<file path="src/hdl/stcf_pkg.sv">
// Shared types and constants for the serial-to-CAN frame parser.
`default_nettype none
package stcf_pkg;

	localparam int unsigned MAX_PAYLOAD = 8;
	localparam int unsigned QDEPTH = 4;
	localparam int unsigned QCNT_W = $clog2(QDEPTH + 1);

	localparam logic [7:0] BYTE_ZERO = 8'h00;
	localparam logic [7:0] BYTE_ONES = 8'hFF;
	localparam logic [7:0] SYNC_RESET = 8'h66;
	localparam logic [7:0] END_RESET = 8'hEE;

	typedef enum logic [0:0] {
		CFG_SYNC = 1'b0,
		CFG_END  = 1'b1
	} cfg_idx_t;

	typedef enum logic [2:0] {
		ST_OK       = 3'd0,
		ST_BAD_TYPE = 3'd1,
		ST_BAD_KIND = 3'd2,
		ST_BAD_LEN  = 3'd3,
		ST_BAD_END  = 3'd4
	} status_t;

	typedef struct packed {
		logic [7:0] data;
		logic       is_sync;
		logic       is_end;
		logic       is_zero;
		logic       is_ones;
		logic       len_ok;
	} word_t;

endpackage
`default_nettype wire

</file>
<file path="src/hdl/stcf_front.sv">
// Input side: accepts serial words and tags each with its byte classes.
`default_nettype none
module stcf_front (
	input  wire logic         in_valid,
	output logic              in_stall,
	input  wire logic [7:0]   rx_byte,
	input  wire logic [7:0]   sync_byte,
	input  wire logic [7:0]   end_byte,
	input  wire logic         q_full,
	output logic              push,
	output stcf_pkg::word_t   push_word
);
	import stcf_pkg::*;

	assign in_stall = q_full;
	assign push = in_valid && !q_full;

	always_comb begin
		push_word.data = rx_byte;
		push_word.is_sync = (rx_byte == sync_byte);
		push_word.is_end = (rx_byte == end_byte);
		push_word.is_zero = (rx_byte == BYTE_ZERO);
		push_word.is_ones = (rx_byte == BYTE_ONES);
		push_word.len_ok = (rx_byte <= 8'(MAX_PAYLOAD));
	end

endmodule
`default_nettype wire

</file>
<file path="src/hdl/stcf_queue.sv">
// Short shifting queue of classified words between the front and back sides.
`default_nettype none
module stcf_queue (
	input  wire logic             clk,
	input  wire logic             arst_n,
	input  wire logic             push,
	input  wire stcf_pkg::word_t  push_word,
	output logic                  full,
	input  wire logic             pop,
	output logic                  valid,
	output stcf_pkg::word_t       head
);
	import stcf_pkg::*;

	word_t entry_q [QDEPTH];
	logic [QCNT_W-1:0] count_q;

	assign full = (count_q == QCNT_W'(QDEPTH));
	assign valid = (count_q != '0);
	assign head = entry_q[0];

	always_ff @(posedge clk or negedge arst_n) begin
		if (!arst_n) begin
			count_q <= '0;
		end else begin
			case ({push, pop})
				2'b10: count_q <= count_q + 1'b1;
				2'b01: count_q <= count_q - 1'b1;
				default: count_q <= count_q;
			endcase
		end
	end

	for (genvar g = 0; g < QDEPTH; g++) begin : g_entry
		always_ff @(posedge clk) begin
			if (pop) begin
				if (push && (QCNT_W'(g + 1) == count_q)) begin
					entry_q[g] <= push_word;
				end else begin
					if (g < QDEPTH - 1) begin
						entry_q[g] <= entry_q[(g + 1) % QDEPTH];
					end
				end
			end else if (push && (QCNT_W'(g) == count_q)) begin
				entry_q[g] <= push_word;
			end
		end
	end

endmodule
`default_nettype wire

</file>
<file path="src/hdl/stcf_back.sv">
// Frame parser state machine with its result register.
`default_nettype none
module stcf_back (
	input  wire logic             clk,
	input  wire logic             arst_n,
	input  wire logic             q_valid,
	input  wire stcf_pkg::word_t  q_word,
	output logic                  q_pop,
	output logic                  out_valid,
	input  wire logic             out_stall,
	output logic [2:0]            status,
	output logic                  is_remote,
	output logic                  is_extended,
	output logic [31:0]           frame_id,
	output logic [3:0]            payload_len,
	output logic [63:0]           payload
);
	import stcf_pkg::*;

	typedef enum logic [2:0] {
		PH_HUNT = 3'd0,
		PH_TYPE = 3'd1,
		PH_KIND = 3'd2,
		PH_ID   = 3'd3,
		PH_LEN  = 3'd4,
		PH_DATA = 3'd5,
		PH_END  = 3'd6
	} phase_t;

	phase_t phase_q;
	logic remote_q;
	logic ext_q;
	logic [31:0] id_q;
	logic [3:0] left_q;
	logic [3:0] len_q;
	logic [63:0] pay_q;

	logic out_valid_q;
	status_t status_q;
	logic is_remote_q;
	logic is_extended_q;
	logic [31:0] frame_id_q;
	logic [3:0] payload_len_q;
	logic [63:0] payload_q;

	logic emits;
	logic load;
	logic good;
	logic [3:0] left_dec;
	logic [3:0] pos_full;
	logic [2:0] pos;

	always_comb begin
		case (phase_q)
			PH_TYPE: emits = !q_word.is_zero && !q_word.is_ones;
			PH_KIND: emits = !q_word.is_zero && !q_word.is_ones;
			PH_LEN:  emits = !q_word.len_ok;
			PH_END:  emits = 1'b1;
			default: emits = 1'b0;
		endcase
	end

	assign q_pop = q_valid && (!emits || !out_valid_q || !out_stall);
	assign load = q_pop && emits;
	assign good = (phase_q == PH_END) && q_word.is_end;
	assign left_dec = left_q - 4'd1;
	assign pos_full = len_q - left_q;
	assign pos = pos_full[2:0];

	always_ff @(posedge clk or negedge arst_n) begin
		if (!arst_n) begin
			phase_q <= PH_HUNT;
			remote_q <= 1'b0;
			ext_q <= 1'b0;
			id_q <= '0;
			left_q <= '0;
			len_q <= '0;
			pay_q <= '0;
		end else if (q_pop) begin
			case (phase_q)
				PH_TYPE: begin
					if (q_word.is_zero) begin
						remote_q <= 1'b0;
						phase_q <= PH_KIND;
					end else if (q_word.is_ones) begin
						remote_q <= 1'b1;
						phase_q <= PH_KIND;
					end else begin
						phase_q <= PH_HUNT;
					end
				end
				PH_KIND: begin
					if (q_word.is_zero || q_word.is_ones) begin
						ext_q <= q_word.is_ones;
						left_q <= q_word.is_ones ? 4'd4 : 4'd2;
						id_q <= '0;
						phase_q <= PH_ID;
					end else begin
						phase_q <= PH_HUNT;
					end
				end
				PH_ID: begin
					id_q <= {id_q[23:0], q_word.data};
					left_q <= left_dec;
					if (left_dec == 4'd0) begin
						phase_q <= remote_q ? PH_END : PH_LEN;
					end
				end
				PH_LEN: begin
					if (q_word.len_ok) begin
						len_q <= q_word.data[3:0];
						left_q <= q_word.data[3:0];
						pay_q <= '0;
						phase_q <= (q_word.data[3:0] == 4'd0) ? PH_END : PH_DATA;
					end else begin
						phase_q <= PH_HUNT;
					end
				end
				PH_DATA: begin
					for (int i = 0; i < 8; i++) begin
						if (pos == 3'(i)) begin
							pay_q[i*8 +: 8] <= pay_q[i*8 +: 8] | q_word.data;
						end
					end
					left_q <= left_dec;
					if (left_dec == 4'd0) begin
						phase_q <= PH_END;
					end
				end
				PH_END: begin
					phase_q <= PH_HUNT;
				end
				default: begin
					if (q_word.is_sync) begin
						remote_q <= 1'b0;
						ext_q <= 1'b0;
						id_q <= '0;
						left_q <= '0;
						len_q <= '0;
						pay_q <= '0;
						phase_q <= PH_TYPE;
					end else begin
						phase_q <= PH_HUNT;
					end
				end
			endcase
		end
	end

	always_ff @(posedge clk or negedge arst_n) begin
		if (!arst_n) begin
			out_valid_q <= 1'b0;
		end else if (load) begin
			out_valid_q <= 1'b1;
		end else if (!out_stall) begin
			out_valid_q <= 1'b0;
		end
	end

	always_ff @(posedge clk) begin
		if (load) begin
			case (phase_q)
				PH_TYPE: status_q <= ST_BAD_TYPE;
				PH_KIND: status_q <= ST_BAD_KIND;
				PH_LEN:  status_q <= ST_BAD_LEN;
				default: status_q <= q_word.is_end ? ST_OK : ST_BAD_END;
			endcase
			is_remote_q <= good && remote_q;
			is_extended_q <= good && ext_q;
			frame_id_q <= good ? id_q : 32'd0;
			payload_len_q <= (good && !remote_q) ? len_q : 4'd0;
			payload_q <= (good && !remote_q) ? pay_q : 64'd0;
		end
	end

	assign out_valid = out_valid_q;
	assign status = status_q;
	assign is_remote = is_remote_q;
	assign is_extended = is_extended_q;
	assign frame_id = frame_id_q;
	assign payload_len = payload_len_q;
	assign payload = payload_q;

endmodule
`default_nettype wire

</file>
<file path="src/hdl/serial_to_can_frame_parser.sv">
// Top level of the serial-to-CAN frame parser: configuration registers and wiring.
//
//   Channel   Direction  Handshake               Word
//   input     in         in_valid / in_stall     rx_byte
//   result    out        out_valid / out_stall   status, is_remote, is_extended,
//                                                frame_id, payload_len, payload
//   config    in         cfg_valid / cfg_ready   cfg_index, cfg_data
//
// One byte is taken every cycle while the four-word queue has room.
// A byte is parsed at the edge on which it is popped from the head of the queue, and that
// same edge loads the result register when the byte produces a result.
// The parser stalls only on a byte that produces a result while the result register
// still holds a stalled word.
// Reset clears the queue, the parse state and the result valid flag at once.
`default_nettype none
module serial_to_can_frame_parser (
	input  wire logic         clk,
	input  wire logic         arst_n,
	input  wire logic         in_valid,
	output logic              in_stall,
	input  wire logic [7:0]   rx_byte,
	output logic              out_valid,
	input  wire logic         out_stall,
	output logic [2:0]        status,
	output logic              is_remote,
	output logic              is_extended,
	output logic [31:0]       frame_id,
	output logic [3:0]        payload_len,
	output logic [63:0]       payload,
	input  wire logic         cfg_valid,
	output logic              cfg_ready,
	input  wire logic [0:0]   cfg_index,
	input  wire logic [7:0]   cfg_data
);
	import stcf_pkg::*;

	logic [7:0] sync_q;
	logic [7:0] end_q;
	logic q_full;
	logic q_push;
	word_t push_word;
	logic q_pop;
	logic q_valid;
	word_t q_head;

	assign cfg_ready = 1'b1;

	always_ff @(posedge clk or negedge arst_n) begin
		if (!arst_n) begin
			sync_q <= SYNC_RESET;
			end_q <= END_RESET;
		end else if (cfg_valid && cfg_ready) begin
			case (cfg_idx_t'(cfg_index))
				CFG_SYNC: sync_q <= cfg_data;
				CFG_END:  end_q <= cfg_data;
				default:  sync_q <= sync_q;
			endcase
		end
	end

	stcf_front u_front (
		.in_valid  (in_valid),
		.in_stall  (in_stall),
		.rx_byte   (rx_byte),
		.sync_byte (sync_q),
		.end_byte  (end_q),
		.q_full    (q_full),
		.push      (q_push),
		.push_word (push_word)
	);

	stcf_queue u_queue (
		.clk       (clk),
		.arst_n    (arst_n),
		.push      (q_push),
		.push_word (push_word),
		.full      (q_full),
		.pop       (q_pop),
		.valid     (q_valid),
		.head      (q_head)
	);

	stcf_back u_back (
		.clk         (clk),
		.arst_n      (arst_n),
		.q_valid     (q_valid),
		.q_word      (q_head),
		.q_pop       (q_pop),
		.out_valid   (out_valid),
		.out_stall   (out_stall),
		.status      (status),
		.is_remote   (is_remote),
		.is_extended (is_extended),
		.frame_id    (frame_id),
		.payload_len (payload_len),
		.payload     (payload)
	);

	a_error_clean: assert property (@(posedge clk) disable iff (!arst_n)
		out_valid && (status != ST_OK) |-> (frame_id == '0) && (payload == '0)
			&& (payload_len == '0) && !is_remote && !is_extended)
		else $error("Error result carries frame fields.");

	a_remote_empty: assert property (@(posedge clk) disable iff (!arst_n)
		out_valid && is_remote |-> (payload_len == '0) && (payload == '0))
		else $error("Remote frame result carries payload.");

	a_len_bound: assert property (@(posedge clk) disable iff (!arst_n)
		out_valid |-> payload_len <= 4'(MAX_PAYLOAD))
		else $error("Payload length above limit.");

	a_full_has_head: assert property (@(posedge clk) disable iff (!arst_n)
		q_full |-> q_valid)
		else $error("Queue full without a head word.");

endmodule
`default_nettype wire
</file>
<file path="config.mk">
export PLATFORM = sky130hd
export DESIGN_NAME = serial_to_can_frame_parser
export DESIGN_NICKNAME = d
export VERILOG_FILES = /design/src/hdl/stcf_pkg.sv /design/src/hdl/stcf_front.sv /design/src/hdl/stcf_queue.sv /design/src/hdl/stcf_back.sv /design/src/hdl/serial_to_can_frame_parser.sv
export SDC_FILE = /design/constraint.sdc
export NUM_CORES = 1
export LEC_CHECK = 0
export BUFFER_PORTS_ARGS = -buffer_cell sky130_fd_sc_hd__buf_2
export CORE_ASPECT_RATIO = 1.5
export CORE_MARGIN = 2
export CORE_UTILIZATION = 45
export DETAILED_ROUTE_END_ITERATION = 10
export SKIP_CTS_REPAIR_TIMING = 1
export SLEW_MARGIN = 40
export SYNTH_ARGS = -nofsm -noshare
export SYNTH_HDL_FRONTEND = slang
export SYNTH_SLANG_ARGS = --single-unit
export TNS_END_PERCENT = 5
</file>
<file path="constraint.sdc">
create_clock -name clk -period 8 [get_ports clk]
set_clock_uncertainty 0.15 [all_clocks]
set_input_delay 0 -clock clk [delete_from_list [all_inputs] [get_ports clk]]
set_output_delay 0 -clock clk [all_outputs]
set_load 0.02 [all_outputs]
</file>
==> results of run 1 <==
[power by group]
part           switching, mW  internal, mW  total, mW
Clock                  0.542         0.698       1.24
Combinational           1.52         0.797       2.31
Sequential             0.416          2.30       2.71
[per-layer routing]
layer	up-vias	part of all wire (%)	global-route usage [%]
li1	3865	-	-
met1	4041	40	21.93
met2	208	53	32.93
met3	46	4.9	3.183
met4	0	2.5	5.952
met5	-	0	0
[worst max path at each step]
| stage | start | end | slack [ns] | cells past startpoint |
|---|---|---|---|---|
| 2_1_floorplan | u_queue.count_q[0] | u_back.frame_id[0] | 1.65 | 6 |
| 3_3_place_gp | u_back.phase_q[2] | u_back.len_q[1] | 4.20 | 7 |
| 3_5_place_dp | u_back.phase_q[2] | u_back.len_q[0] | 4.21 | 8 |
| 4_1_cts | u_back.phase_q[2] | u_back.len_q[0] | 4.21 | 8 |
| 5_1_grt | u_back.phase_q[2] | u_back.len_q[0] | 3.94 | 8 |
| 6_report | u_back.phase_q[2] | u_back.len_q[0] | 4.16 | 8 |
[critical path, delay by kind of cell, from the launching register on]
family,cells,cell delay (ns)
buf+inv,4,1.39
simple gates,2,0.55
flops,1,0.83
mux,1,0.31
compound gates,1,0.45
[flip-flops by register name (all words and copies together), names as in the netlist]
register            cells
u_back.status           3
u_back.id_q            32
u_back.ext_q            1
u_back.is_remote        1
u_back.payload_len      4
u_back.pay_q           64
end_q                   8
u_back.payload         64
u_back.left_q           4
u_back.phase_q          3
u_back.is_extended      1
u_queue.count_q         3
u_back.frame_id        32
u_back.remote_q         1
sync_q                  8
u_back.len_q            4
u_queue.entry_q        52
u_back.out_valid        1
[cell families (layout without fill, tap and decap cells)]
family	count (synthesis)	after routing	share of synthesized area [%]
and+or+nand+nor	382	382	16.70
adders and majority gates	11	11	1.175
other	1	1	0.03035
xor gates and xnor gates	23	23	1.630
DFF	286	286	64.38
buffers and inverters	93	237	3.270
AOI/OAI and AO/OA	148	148	7.230
muxes	60	60	5.589
[cells in the final DEF (no fill, tap or decap), drive strengths merged, types with 5 or more instances in the layout]
master	synthesis	final
a21oi	14	14
a31oi	68	68
and2	104	104
and3	6	6
buf	18	144
clkbuf	62	39
clkinv	0	9
dfrtp	119	119
dfstp	10	10
dlygate4sd3	0	28
edfxtp	157	157
ha	10	10
inv	13	13
mux2	60	60
nand2	84	84
nand2b	5	5
nand4	6	6
nor2	22	22
nor2b	7	7
nor3	138	138
o21ai	46	46
xnor2	21	21
[area by class of cell]
class | instances | share of cell area, %
sequential | 286 | 55.05
multi-input combinational | 625 | 28.12
timing repair buffer | 172 | 7.602
clock buffer | 39 | 5.281
tap | 342 | 2.961
clock inverter | 13 | 0.6493
inverter | 13 | 0.3377
[per-stage QoR]
stage                     std cells  hold WS [ns]  utilization [%]  total power, mW  worst slack (ns)
final                          1490       0.08434            53.27            6.265             4.163
after global routing           1490       0.09555            53.27            6.630             3.945
after CTS                      1461       -0.6769            52.14            6.303             4.209
after detailed placement       1409       -0.1056            48.98            5.057             4.206
after global placement         1406       -0.1082            48.66            4.954             4.199
after floorplan                1004       -0.4456                -            4.334             1.647
==> implementation parameters, run 1 <==
Parameter                              Value

Final layout
  Share of cells above drive strength 1    25.09%
  Sequential cell area    around 8000 µm²
  Fill cell total of the finished layout    2349
  Antenna Cells    0
  Total number of nets in the final design    1159
  Final cell area excluding filler cells    14450 µm²
  Area delta synth->final    16.95%
  Area of combinational cells with multiple inputs    4064 µm²

Synthesis
  Synth Warn #    0
  Synth Register Bits    286
  Distinct cell type count of the synthesized netlist    53
  Largest area contributor in the netlist    sky130_fd_sc_hd__edfxtp_1
  Sequential fraction of the synthesis area    64.38%
  Synth Area per Inst    12.31 µm²
  Count of flip-flops with a built-in enable after synthesis    157
  Biggest area contributors in the synthesized netlist    sky130_fd_sc_hd__edfxtp_1 (38%), sky130_fd_sc_hd__dfrtp_1 (24%), sky130_fd_sc_hd__and2_1 (5.3%)
  Primary flip-flop cell chosen by synthesis mapping    sky130_fd_sc_hd__edfxtp_1
  Netlist Area Pre-Place    between 10000 and 15000 µm²
  Top post-synthesis cells by count    sky130_fd_sc_hd__edfxtp_1 (157), sky130_fd_sc_hd__dfrtp_1 (119), sky130_fd_sc_hd__nor3_1 (118), sky130_fd_sc_hd__and2_1 (104), sky130_fd_sc_hd__nand2_1 (84)
  FFs w/ async S/R, synth    a little under half
  Area share of the leading cell type in the synthesized netlist    between 30% and 40%
  Most common cell in the netlist    sky130_fd_sc_hd__edfxtp_1
  Gate count after technology mapping    between 1000 and 1500
  Synthesized Nets    1037

Worst setup path
  Data arrival at the endpoint of the critical path    slightly above 4 ns
  Required time of the worst setup path    8.27 ns
  Reg2Reg Setup Slack    4.16 ns
  Beginning of the worst register-to-register path    u_back.phase_q[2]
  Worst stage delay on the critical path    0.83 ns
  Worst Setup Path Type    register to register
  Kind of end point of the critical path    register
  Cell mode on critical path    sky130_fd_sc_hd__buf_4
  Number of cells on the worst reg-to-reg path    8
  Category of the worst setup path launch point    register
  Highest-delay cell along the critical path    sky130_fd_sc_hd__dfrtp_1
  Maximum fanout along the worst path    71
  Critical-path cell list    nor3_1 > a211o_1 > inv_2 > buf_4 > and3_2 > buf_4 > buf_12 > mux2_4
  Endpoint of the lowest-slack register-to-register path    u_back.len_q[0]

STA
  Final hold violation count    0
  Minimum clock period after layout    3.837 ns
  Final setup violating endpoints    0
  Post-route clock period utilization    a little under half
  FMAX    roughly 260 MHz
  Total negative setup slack    0 ns
  Unrepaired setup endpoints after global routing    false
  Final number of max-transition violations    0
  Pin slew with the least headroom to its limit    0.8127 ns
  Max transition margin    45.82%

Clock tree
  Clock latency of the later-clocked register in the worst-skew pair    0.54 ns
  Count of H-tree levels built during CTS    1
  Maximum buffer depth of the clock tree    3
  Root Driver    sky130_fd_sc_hd__clkbuf_16
  Clock sinks    286
  TritonCTS clock tree    built
  Number of buffers added by the clock tree synthesis step    28
  Clock Pin Slew Worst Setup and Hold Paths    0.06 ns

GRT
  First-pass GRT wire length    41900 µm
  Initial antenna violation count    0
  GRT Overall Usage    18.13%
  Pin count of the biggest net entering global routing    72
  Vias in the first global route    7786
  Overflow left after global routing    0

Status
  Result of the run    completed

Place
  Dpl cell area    approximately 13000 µm²
  Hpwl dp    16910 µm
  Port Buffer Count    128
  Placer congestion estimate    0.8235

Hold path
  Worst min-delay path category    input port to register
  Min-Delay Startpoint    cfg_data[4]
  Depth of the worst hold-timing path    3
  Endpoint with the worst hold slack    end_q[4]

Floorplanning
  Core footprint    27130 µm²
  DIE HEIGHT    ~210 µm
  Horizontal die dimension    139.3 µm
  Die area    28830 µm²
  Cell Rows    74
  Starting utilization of the core area    45.55%
  Num ports    130

Pwr
  Maximum vdd ir drop    0.1946 mV
  Ratio of total power to cell area    433.6 nW/µm²
  Leakage power    5.668 nW

Route
  Initial DRC count    617
  Per-cell routed wire length    18.16 µm
  Post-route antenna net violation count    0
  Aggregate routed wire length    27060 µm
  Total number of vias    between 8000 and 9000
  DRC violation count after routing    0
  1st-pass router iterations    5
  Number of vias per cell    around 5.5

Run
  Number of max-cap violations    0
Note: power is estimated with default switching activity, not from simulation.
==> run 2: changes to the inputs <==
PLACE_DENSITY = 0.66   (was default)
clock period = 3.5 ns   (was 8 ns; I/O delays follow)
==> implementation parameters, run 2 (synthesis gave the netlist of run 1 again) <==
Parameter                              Value

Status
  Result of the run    completed

Pwr
  Total power draw    14.34 mW (+130%)
  Leakage power    5.713 nW (+0.78%)
  Net Sw Power    5.635 mW (+130%)
  Internal Pwr Total    8.708 mW (+130%)
  Combinational power share    37.5% (+0.6 points)
  Clock power share    19.7% (about the same)
  Sequential power share    42.8% (-0.5 points)
  Ratio of total power to cell area    991.6 nW/µm² (+130%)
  Switching fraction of total power    39.29% (-0.20 points)
  Maximum vdd ir drop    0.6895 mV (+250%)

Floorplanning
  Num ports    130 (unchanged)
  Cell Rows    74 (unchanged)
  Starting utilization of the core area    45.55% (unchanged)
  Horizontal die dimension    139.3 µm (unchanged)
  Die area    28830 µm² (unchanged)
  DIE HEIGHT    207.0 µm (unchanged)
  Core footprint    27130 µm² (unchanged)

STA
  Unrepaired setup endpoints after global routing    false
  Fin Hold WS    0.08887 ns (+0.004526 ns)
  Post-route clock period utilization    83.77% (+36 points)
  Final setup margin    0.5680 ns (-3.595 ns)
  Total negative setup slack    0 ns (unchanged)
  Final number of max-transition violations    0 (unchanged)
  Pin slew with the least headroom to its limit    0.9136 ns (+0.1009 ns)
  Final hold violation count    0 (unchanged)
  Final setup violating endpoints    0 (unchanged)
  Minimum clock period after layout    2.932 ns (-0.9053 ns)
  FMAX    341.1 MHz (+31%)
  Max transition margin    38.89% (-6.9 points)

Worst setup path
  Data arrival at the endpoint of the critical path    3.19 ns (-0.92 ns)
  Worst setup path startpoint    u_back.phase_q[0]
  Number of cells on the worst reg-to-reg path    7 (-1)
  Required time of the worst setup path    3.76 ns (-4.51 ns)
  Worst Setup Path Type    register to register
  Beginning of the worst register-to-register path    u_back.phase_q[0]
  Kind of end point of the critical path    register
  Category of the worst setup path launch point    register
  Maximum fanout along the worst path    35 (-51%)

Final layout
  Total number of nets in the final design    1165 (+0.52%)
  Share of cells above drive strength 1    25.43% (+0.35 points)
  Most common library cell in the layout ignoring fill and taps    sky130_fd_sc_hd__edfxtp_1
  Area delta synth->final    17.06% (about the same)
  Highest-count cells in the layout ignoring fill and taps    sky130_fd_sc_hd__edfxtp_1 (157), sky130_fd_sc_hd__buf_2 (127), sky130_fd_sc_hd__dfrtp_1 (119)
  Antenna Cells    0 (unchanged)
  Core utilization of the finished layout    53.32% (about the same)

Clock tree
  Clock sinks    286 (unchanged)
  Clock latency of the later-clocked register in the worst-skew pair    0.54 ns (about the same)
  Clock Pin Slew Worst Setup and Hold Paths    0.07 ns (about the same)
  Root Driver    sky130_fd_sc_hd__clkbuf_16
  Maximum buffer depth of the clock tree    3 (unchanged)
  TritonCTS clock tree    built
  Number of buffers added by the clock tree synthesis step    27 (-3.6%)
  Count of H-tree levels built during CTS    1 (unchanged)

GRT
  Initial antenna violation count    0 (unchanged)
  First-pass GRT wire length    41350 µm (-1.3%)
  Overflow left after global routing    0 (unchanged)
  Vias in the first global route    7714 (-0.92%)
  GRT Overall Usage    17.81% (-0.31 points)
  Pin count of the biggest net entering global routing    106 (+47%)

Hold path
  Worst min-delay path category    input port to register
  Depth of the worst hold-timing path    3 (unchanged)
  Min-Delay Startpoint    cfg_data[2]

Route
  Initial DRC count    652 (+5.7%)
  Aggregate routed wire length    26420 µm (-2.4%)
  1st-pass router iterations    5 (unchanged)
  Number of vias per cell    5.410 (-1.2%)
  Total number of vias    8082 (-0.96%)
  Post-route antenna net violation count    0 (unchanged)
  Per-cell routed wire length    17.68 µm (-2.6%)
  DRC violation count after routing    0 (unchanged)

Place
  Port Buffer Count    128 (unchanged)
  Hpwl dp    16620 µm (-1.8%)
  Placer congestion estimate    0.8831 (+7.2%)
  Pre-CTS setup slack    0.6050 ns (-3.601 ns)

Run
  Number of max-cap violations    0 (unchanged)
-- run 2: cell count changes in the layout (fill, tap and decap cells not counted), moves of 2 or more --
cell / previous run / this run
sky130_fd_sc_hd__buf_4: 11 / 20
sky130_fd_sc_hd__buf_8: 2 / 0
sky130_fd_sc_hd__clkbuf_1: 10 / 5
sky130_fd_sc_hd__clkbuf_8: 0 / 2
sky130_fd_sc_hd__clkinv_1: 3 / 1
sky130_fd_sc_hd__clkinv_2: 6 / 9
sky130_fd_sc_hd__clkinvlp_4: 3 / 1
sky130_fd_sc_hd__nor3_1: 115 / 117
sky130_fd_sc_hd__nor3_2: 23 / 21
sky130_fd_sc_hd__nor3b_1: 0 / 3
sky130_fd_sc_hd__nor3b_2: 4 / 1
-- run 2: worst paths after layout --
check	end	slack (ns)
worst max-delay path	u_back.pay_q[30]	0.57
worst min-delay path	sync_q[2]	0.09
worst max register to register	u_back.pay_q[30]	0.57
worst min register to register	u_back.id_q[25]	0.32
max in group asynchronous	u_back.pay_q[32]	1.52
min in group asynchronous	u_back.pay_q[44]	0.39
-- run 2: final cells by class --
type / instances / area, µm²
well taps: 342 / 427.9
inverters: 13 / 48.80
repair buffers: 179 / 1145
multi-input cells: 625 / 4038
flip-flops and latches: 286 / 7955
clock buffers: 35 / 747.0
clock inverters: 14 / 103.9
fillers: 2353 / 12660
-- run 2: stage by stage --
| stage | cell area, µm² | cells |
|---|---|---|
| floorplan | 12360 | 1004 |
| global placement | 13300 | 1416 |
| detailed placement | 13310 | 1416 |
| CTS | 14160 | 1465 |
| global route | 14470 | 1494 |
| finish | 14470 | 1494 |
-- run 2: per-layer routing --
metal,track usage [%],part of all wire [%]
met2,31.79,52
met4,6.205,2.4
met1,22.03,41
met5,0,0
met3,2.930,4.9
-- run 2: critical path, stage by stage, from the launching register on --
cell and delay [ns]:
sky130_fd_sc_hd__dfrtp_1 0.63, sky130_fd_sc_hd__nand2b_1 0.21, sky130_fd_sc_hd__nor2_1 0.06, sky130_fd_sc_hd__a211o_1 0.45, sky130_fd_sc_hd__inv_2 0.16, sky130_fd_sc_hd__and3_2 0.72
sky130_fd_sc_hd__buf_12 0.31, sky130_fd_sc_hd__nor3_1 0.10
-- run 2: power groups by stage --
stage | Clock (mW) | Combinational [mW] | Sequential (mW)
2_1_floorplan | 0 | 3.32 | 6.51
3_3_place_gp | 0 | 5.23 | 6.16
3_5_place_dp | 0 | 5.37 | 6.20
4_1_cts | 2.89 | 5.39 | 6.14
5_1_grt | 3.01 | 5.89 | 6.28
6_report | 2.83 | 5.37 | 6.14
==> run 3: changes to the inputs <==
PLACE_DENSITY = default   (was 0.66)
clock period = 2.9 ns   (was 3.5 ns; I/O delays follow)
==> implementation parameters, run 3 (synthesis gave the netlist of run 1 again) <==
Parameter                              Value

STA
  Post-route clock period utilization    92.09% (+8.3 points)
  Pin slew with the least headroom to its limit    0.7229 ns (-0.1906 ns)
  Unrepaired setup endpoints after global routing    false
  Final number of max-transition violations    0 (unchanged)
  Fin Hold WS    0.08244 ns (-0.006426 ns)
  Final setup violating endpoints    0 (unchanged)
  FMAX    374.5 MHz (+9.8%)
  Max transition margin    51.80% (+13 points)
  Final setup margin    0.2295 ns (-0.3385 ns)
  Final hold violation count    0 (unchanged)
  Minimum clock period after layout    2.670 ns (-0.2615 ns)
  Total negative setup slack    0 ns (unchanged)

GRT
  Vias in the first global route    8138 (+5.5%)
  Pin count of the biggest net entering global routing    102 (-3.8%)
  GRT Overall Usage    18.51% (+0.69 points)
  First-pass GRT wire length    43020 µm (+4.0%)
  Initial antenna violation count    0 (unchanged)
  Overflow left after global routing    0 (unchanged)

Worst setup path
  Worst Setup Path Type    register to register
  Critical path buffer and inverter count    3 (+1)
  Critical-path cell list    or3b_1 > a311oi_1 > a211o_1 > buf_4 > inv_2 > and3_2 > buf_4 > nor3_1
  Data arrival at the endpoint of the critical path    2.97 ns (-0.22 ns)
  Worst stage delay on the critical path    0.43 ns (-0.29 ns)
  Maximum fanout along the worst path    24 (-31%)
  Kind of end point of the critical path    register
  Required time of the worst setup path    3.20 ns (-0.56 ns)
  Cell mode on critical path    sky130_fd_sc_hd__buf_4
  Highest-delay cell along the critical path    sky130_fd_sc_hd__edfxtp_1
  Category of the worst setup path launch point    register
  Top cell family by delay on the critical path    simple AND/OR/NAND/NOR gates

Floorplanning
  Num ports    130 (unchanged)
  Cell Rows    74 (unchanged)
  DIE HEIGHT    207.0 µm (unchanged)
  Core footprint    27130 µm² (unchanged)
  Starting utilization of the core area    45.55% (unchanged)
  Horizontal die dimension    139.3 µm (unchanged)
  Die area    28830 µm² (unchanged)

Route
  Number of vias per cell    5.360 (-0.92%)
  Per-cell routed wire length    17.88 µm (+1.1%)
  Total number of vias    8083 (+0.012%)
  Aggregate routed wire length    26970 µm (+2.1%)
  1st-pass router iterations    4 (-1)
  Post-route antenna net violation count    0 (unchanged)
  DRC violation count after routing    0 (unchanged)
  Initial DRC count    542 (-17%)

Place
  Dpl cell area    13440 µm² (+1.0%)
  Hpwl dp    17330 µm (+4.3%)
  Port Buffer Count    128 (unchanged)
  Pre-CTS setup slack    0.1281 ns (-0.4769 ns)
  Placer congestion estimate    0.8251 (-6.6%)
  DP Cell Count    1427 (+0.78%)

Final layout
  Final cell area excluding filler cells    14660 µm² (+1.4%)
  Highest-count cells in the layout ignoring fill and taps    sky130_fd_sc_hd__edfxtp_1 (157), sky130_fd_sc_hd__buf_2 (127), sky130_fd_sc_hd__dfrtp_1 (119)
  Area delta synth->final    18.66%
  Final non-filler cell total    1508 (+0.94%)
  Antenna Cells    0 (unchanged)
  Most common library cell in the layout ignoring fill and taps    sky130_fd_sc_hd__edfxtp_1
  Share of cells above drive strength 1    26.67% (+1.2 points)
  Total number of nets in the final design    1178 (+1.1%)

Clock tree
  Clock Pin Slew Worst Setup and Hold Paths    0.07 ns (about the same)
  Root Driver    sky130_fd_sc_hd__clkbuf_16
  Clock sinks    286 (unchanged)
  Count of H-tree levels built during CTS    1 (unchanged)
  Number of buffers added by the clock tree synthesis step    27 (unchanged)
  TritonCTS clock tree    built
  Maximum buffer depth of the clock tree    3 (unchanged)
  Clock latency of the later-clocked register in the worst-skew pair    0.55 ns (about the same)

Hold path
  Worst min-delay path category    input port to register

Status
  Result of the run    completed

Run
  Number of max-cap violations    0 (unchanged)

Pwr
  Leakage power    5.796 nW (+1.5%)
  Maximum vdd ir drop    0.5874 mV (-15%)
  Ratio of total power to cell area    1203 nW/µm² (+21%)
## run 3: changes by cell type in the layout (fill, tap and decap cells not counted), sizes merged
cell         previous run  this run
buf                   151       163
clkbuf                 35        33
clkinvlp                1         3
dlygate4sd3            28        29
bufinv                  1         3
clkinv                 11        10
## run 3: routing by layer
metal  wire, µm  global-route usage [%]
met5          0                       0
met4        801                   7.179
met3       1073                   2.514
met2      14000                   33.21
met1      11090                   22.77
## run 3: layout make-up
type	instances	area, µm²
Timing Repair Buffer	192	1277
Multi-Input combinational cell	625	4074
Inverter	13	48.80
Clock inverter	17	171.4
Clock buffer	33	708.2
Sequential cell	286	7955
Tap cell	342	427.9
Fill cell	2358	12470
## run 3: final timing paths
path | startpoint | endpoint | slack [ns] | depth (start not counted)
min in group asynchronous | arst_n | u_back.phase_q[1] | 0.41 | 4
max in group asynchronous | arst_n | sync_q[1] | 1.81 | 4
worst min-delay path | cfg_data[5] | sync_q[5] | 0.08 | 3
worst max register to register | u_queue.entry_q[0][2] | u_back.pay_q[11] | 0.23 | 8
worst max-delay path | u_queue.entry_q[0][2] | u_back.pay_q[11] | 0.23 | 8
worst min register to register | u_back.id_q[28] | u_back.id_q[28] | 0.32 | 2
## run 3: report_power, final
group          switching (mW)  internal, mW  leakage [nW]
Sequential              0.897          6.32          3.21
Combinational            4.44          2.45          2.16
Clock                    1.53          2.01         0.425
## run 3: worst min-delay path, cell delays in order
cell	delay (ns)
sky130_fd_sc_hd__dlygate4sd3_1	0.51
sky130_fd_sc_hd__buf_2	0.10
sky130_fd_sc_hd__mux2_2	0.13
## run 3: metrics by stage
stage / utilization, % / power, mW
global route: 54.05 / 18.69
detailed placement: 49.55 / 14.17
finish: 54.05 / 17.65
global placement: 49.46 / 13.95
floorplan: - / 11.90
CTS: 52.79 / 17.73
